[src/rtl/core/bfds_band.sv]
module bfds_band #(
  parameter int MAX_BANDS  = 8,
  parameter int MAX_HEIGHT = 256
) (
  input  logic [$clog2(MAX_HEIGHT+1)-1:0]           frame_height,
  input  logic [$clog2(MAX_BANDS+1)-1:0]            num_bands,
  input  logic [$clog2(MAX_HEIGHT*MAX_BANDS+1)-1:0] lim,
  input  logic [$clog2(MAX_BANDS)-1:0]              newest,
  output logic [$clog2(MAX_BANDS)-1:0]              band,
  output logic [$clog2(MAX_BANDS)-1:0]              slot
);

  localparam int NB_W   = $clog2(MAX_BANDS+1);
  localparam int SLOT_W = $clog2(MAX_BANDS);
  localparam int LIM_W  = $clog2(MAX_HEIGHT*MAX_BANDS+1);
  localparam int SUM_W  = NB_W + 1;

  logic [SUM_W-1:0] sum;

  // Row y is in band i when floor(h*i/n) <= y, i.e. h*i < (y+1)*n = lim.
  // The boundaries rise with i, so the last band that passes wins.
  always_comb begin
    logic [LIM_W-1:0] prod;
    prod = '0;
    band = '0;
    for (int i = 1; i < MAX_BANDS; i++) begin
      prod = LIM_W'(frame_height) * LIM_W'(i);
      if ((NB_W'(i) < num_bands) && (prod < lim)) begin
        band = SLOT_W'(i);
      end
    end
  end

  // (band + newest) mod n; both are below n, so one subtract is enough
  assign sum  = SUM_W'(band) + SUM_W'(newest);
  assign slot = (sum >= SUM_W'(num_bands)) ? SLOT_W'(sum - SUM_W'(num_bands))
                                           : SLOT_W'(sum);

endmodule

[config.mk]
export PLATFORM = sky130hd
export DESIGN_NAME = bfds_band
export DESIGN_NICKNAME = d
export VERILOG_FILES = /design/src/rtl/core/bfds_band.sv
export SDC_FILE = /design/constraint.sdc
export NUM_CORES = 1
export LEC_CHECK = 0
export BUFFER_PORTS_ARGS = -buffer_cell sky130_fd_sc_hd__buf_4
export CAP_MARGIN = 30
export CORE_ASPECT_RATIO = 0.6
export CORE_UTILIZATION = 35
export DETAILED_ROUTE_END_ITERATION = 12
export PLACE_DENSITY_LB_ADDON = 0.05
export SLEW_MARGIN = 20
export SYNTH_ARGS = -nofsm -noshare
export SYNTH_HDL_FRONTEND = slang
export SYNTH_SLANG_ARGS = --single-unit
[constraint.sdc]
create_clock -name vclk -period 13.51
set_input_delay 2.702 -clock vclk [all_inputs]
set_output_delay 2.702 -clock vclk [all_outputs]
set_load 0.02 [all_outputs]
==> results of run 1 <==
power by group through the flow:
| stage | Combinational (mW) | Clock, mW | Sequential [mW] |
|---|---|---|---|
| after global placement | 0.230 | 0 | 0 |
| after floorplan | 0.164 | 0 | 0 |
| after detailed placement | 0.231 | 0 | 0 |
| after CTS | 0.233 | 0 | 0 |
| after global routing | 0.266 | 0 | 0 |
| final | 0.233 | 0 | 0 |
cell usage after synthesis, types with 2 or more instances:
cell type	count
a211oi_1	6
o21ai_1	9
o41ai_2	2
a31oi_1	2
o21ai_0	13
xnor2_1	17
o21a_1	2
a21boi_1	8
fa_1	13
nand4_1	5
a21o_1	19
inv_1	40
nand2b_1	3
ha_1	104
nand2_1	11
nor2b_1	7
o2111ai_1	2
o211ai_1	4
a211o_1	2
nor3_1	5
o21ba_2	2
nor2_1	26
nand3_1	8
a21oi_1	24
and4_1	2
per-stage QoR:
stage               setup slack [ns]  hold slack (ns)  util, %  power [mW]  instances
global placement                2.53             5.94     42.0       0.230        503
floorplan                       3.07             5.75        -       0.164        361
CTS                             2.41             5.92     42.0       0.233        503
global route                    2.03             5.94     42.0       0.266        503
finish                          2.36             5.93     42.0       0.233        503
detailed placement              2.42             5.91     42.0       0.231        503
worst max-delay path: stages:
cell	delay (ns)
buf_4	0.17
ha_1	0.29
ha_1	0.16
inv_1	0.05
fa_1	0.41
nor2b_1	0.13
o21ai_1	0.08
a21boi_1	0.21
o21ai_1	0.10
a21boi_1	0.21
nor2_1	0.08
ha_1	0.29
a21o_1	0.17
a21o_1	0.17
a211oi_1	0.47
nand3_1	0.16
o311ai_2	0.12
ha_1	0.23
inv_1	0.06
fa_1	0.49
inv_1	0.09
fa_1	0.43
a21o_1	0.16
a21o_1	0.17
a21oi_1	0.31
mux2_1	0.36
buf_4	0.16
kinds of logic after synthesis:
kind of cell	share of synthesized area [%]
AND/OR/NAND/NOR	13.0
XOR/XNOR	5.21
buffers and inverters	4.96
multiplexers	0.372
AO/OA/AOI/OAI	24.9
adder cells (fa/ha/maj)	51.6
path summary, 6_finish.rpt:
check,slack (ns),to
setup / recovery,2.36,slot[1]
hold / removal,5.93,slot[0]
metal layers:
metal,wire length [µm],vias up
li1,-,1409
met1,4570,1252
met2,2980,32
met3,321,0
met4,0,0
met5,0,-
area by class of cell:
type	count	area (µm²)
Fill cell	839	4720
Inverter	40	150
Multi-Input combinational cell	321	2870
Tap cell	108	135
Timing Repair Buffer	34	255
==> summary.txt, run 1 <==
Status = finished clean
Mapped Nets = 506
Most frequent cells in the layout = 104 x ha_1, 40 x inv_1, 34 x buf_4
Post-route design area = 3410 µm²
Max-Slew Margin vs Limit = 65.4%
Cell internal pwr = 105 µW
Max Cap Viol = 0
CP Class = in2out
Worst EP arrival = 8.44 ns
Routability Congestion = 0.784
Switching Share = 54.7%
1st-pass router iterations = 4
Critical Path Source = frame_height[3]
Clock buffer cells = 0
Cts-stage hold buffer count = 0
Main area contributors after synthesis = ha_1 43%, fa_1 8.6%, inv_1 5.0%
GR peak layer = met1
CP Capture Type = primary output
Final net count = 542
Slew Viols, Final = 0
Starting DRT DRC Count = 127
Met1 Track Usage GR = 31.4%
Synth Warn # = 0
Post-route DRC = 0
Final setup fails = 0
Largest net degree at the start of global routing = 12
Die width = 122 µm
Hold depth = 4
Commonest non-fill, non-tap cell in the layout = ha_1
Startpoint Class = primary input
Fmax = 89.7 MHz
Via/cell ratio = 5.35
Hold Crit Start = num_bands[0]
Yosys top cell area share = 43.0%
Total Wirelength = 7.87 mm
Flip-flop and latch count = 0
Final period utilization = 82.5%
Area leader, netlist = ha_1
I/O pin count = 34
WL per Instance = 15.6 µm
Core area = 8130 µm²
Final setup TNS = 0 ns
VDD IR max = 0.0230 mV
Die area = 9030 µm²
Fraction of layout instances using a drive strength above 1 = 10.6%
Share of power burned in the clock network = 0%
Port bufs = 34
Synth Cell Area = 3020 µm²
Vias in the first global route = 2,703
GRT overflow = 0
Rows = 25
Sequential cell area = 0 µm²
Area post-placement = 3410 µm²
Post-DRT Antenna Nets = 0
Via count = 2,693
Synth Instances = 361
First-pass GRT wire length = 13.4 mm
Power per cell area = 68.2 nW/µm²
Sw Pwr = 127 µW
Leakage = 1.75 nW
Met2 Track Usage GR = 28.1%
Final hold violations = 0
Placed wire-length estimate = 7.12 mm
Resize count post-CTS = 0
Worst-Margin Slew = 0.514 ns
P&R area growth vs syn = 12.9%
Cell variety after synth = 50
Crit path max fanout = 10
Initial antenna violation count = 0
Die H = 74 µm
Initial core utilization = 37.2%
Combinational power share = 100.0%
Avg Cell Area, Syn = 8.38 µm²
Met3 GRT Util = 0.0767%
Sequential Power Share = 0%
GRT Total Usage = 18.9%
Post-CTS Setup Bufs = 0
Worst Hold Class = in2out
Antenna cells = 0
Post-synthesis sequential area ratio = 0%
Post-layout min period = 11.15 ns
RSZ-0062 raised after global routing = false
CP required = 10.81 ns
No activity file was read; power rests on OpenSTA's default activity.
==> inputs of run 2 (changes only) <==
==> constraint.sdc (replaced) <==
create_clock -name vclk -period 9.36
set_input_delay 1.872 -clock vclk [all_inputs]
set_output_delay 1.872 -clock vclk [all_outputs]
set_load 0.02 [all_outputs]
==> run 2 against run 1 <==
Final area grew 3.2%. Final cell count is 2.0% higher. Sequential share of layout area is the same. Largest cell class unchanged. Hold slack got worse by 1.7 ns. Die area stayed put. Routed wire length increased by 7.9%. Non-clock buffer count rose by 10.
==> summary.txt, run 2 (synthesis gave the netlist of run 1 again) <==
Status = finished clean
P&R area growth vs syn = 16.5%
Util after Layout = 43.3%
Vias in the first global route = 2,616
Flip-flop and latch count = 0
Initial core utilization = 37.2%
Worst setup margin = 0.241 ns
Fmax = 110 MHz
Clock buffer cells = 0
Pre-CTS setup slack = -0.0430 ns
Worst path top cell family by delay = adder cells
Die H = 74 µm
CP Capture Type = primary output
VDD IR max = 0.0360 mV
I/O pin count = 34
CP max stage delay = 0.57 ns
Starting DRT DRC Count = 157
Crit-path most repeated cell = a21o_1
Worst Hold Class = in2out
Cts-stage hold buffer count = 0
Max-Slew Margin vs Limit = 64.9%
Hold depth = 5
1st-pass router iterations = 5
Final setup TNS = 0 ns
Post-layout min period = 9.12 ns
First-pass GRT wire length = 13.6 mm
Commonest non-fill, non-tap cell in the layout = ha_1
Post-route DRC = 0
Post-DRT Antenna Nets = 0
Largest net degree at the start of global routing = 12
Final setup fails = 0
Die width = 122 µm
CP required = 7.49 ns
Most frequent cells in the layout = 103 x ha_1, 44 x buf_4, 40 x inv_1
Fillers = 850
Core area = 8130 µm²
Total Wirelength = 8.49 mm
Initial antenna violation count = 0
Port bufs = 34
Placed wire-length estimate = 7.52 mm
CP Depth = 25
Fraction of layout instances using a drive strength above 1 = 14.6%
GRT Total Usage = 19.5%
Worst EP arrival = 7.25 ns
Die area = 9030 µm²
Startpoint Class = primary input
Via count = 2,758
Worst-Margin Slew = 0.521 ns
Crit path buf inv count = 4
WL per Instance = 16.6 µm
Leakage = 1.81 nW
Slowest-stage cell, CP = fa_1
Sequential cell area = 0 µm²
Via/cell ratio = 5.38
GRT overflow = 0
Slew Viols, Final = 0
Max Cap Viol = 0
Power per cell area = 103 nW/µm²
Final hold violations = 0
Final period utilization = 97.4%
CP Class = in2out
Crit path max fanout = 9
Antenna cells = 0
Rows = 25
Final net count = 552
Routability Congestion = 0.803
## run 2: cell types whose count changed in the layout (fill, tap and decap cells not counted), sizes merged
cell  before  now
buf       34   44
## run 2: path summary, 6_finish.rpt
kind	start	endpoint	slack, ns
worst max-delay path	frame_height[1]	slot[1]	0.24
worst min-delay path	newest[0]	slot[0]	4.25
## run 2: power by group
| part | switching [mW] | internal (mW) | total, mW |
|---|---|---|---|
| registers | 0 | 0 | 0 |
| logic | 0.195 | 0.169 | 0.364 |
| clock network | 0 | 0 | 0 |
| total | 0.195 | 0.169 | 0.364 |
## run 2: layout make-up
type / instances / area [µm²] / area share (%)
Multi-Input combinational cell: 321 / 2910 / 82.5
Timing Repair Buffer: 44 / 330 / 9.37
Inverter: 40 / 150 / 4.26
Tap cell: 108 / 135 / 3.83
## run 2: metal layers
metal  global-route usage, %  share of wire, %  vias to the layer above
met5                       0                 0                        -
li1                        -                 -                     1431
met3                       0               3.3                        0
met4                       0                 0                        0
met1                    34.1                60                     1285
met2                    26.9                37                       42
## run 2: what timing repair did
action	CTS	global route
setup buffers	0	6
pin swaps	0	13
setup endpoints to repair	1	3
resized for setup	1	7
endpoints found under the hold margin	0	0
gates cloned	0	0
## run 2: metrics by stage
| stage | hold WS [ns] | cell area [µm²] | power, mW | instances |
|---|---|---|---|---|
| 2_1_floorplan | 4.09 | 3020 | 0.237 | 361 |
| 3_3_place_gp | 4.27 | 3440 | 0.338 | 507 |
| 3_5_place_dp | 4.25 | 3440 | 0.339 | 507 |
| 4_1_cts | 4.26 | 3450 | 0.343 | 507 |
| 5_1_grt | 4.28 | 3520 | 0.413 | 513 |
| 6_report | 4.25 | 3520 | 0.364 | 513 |
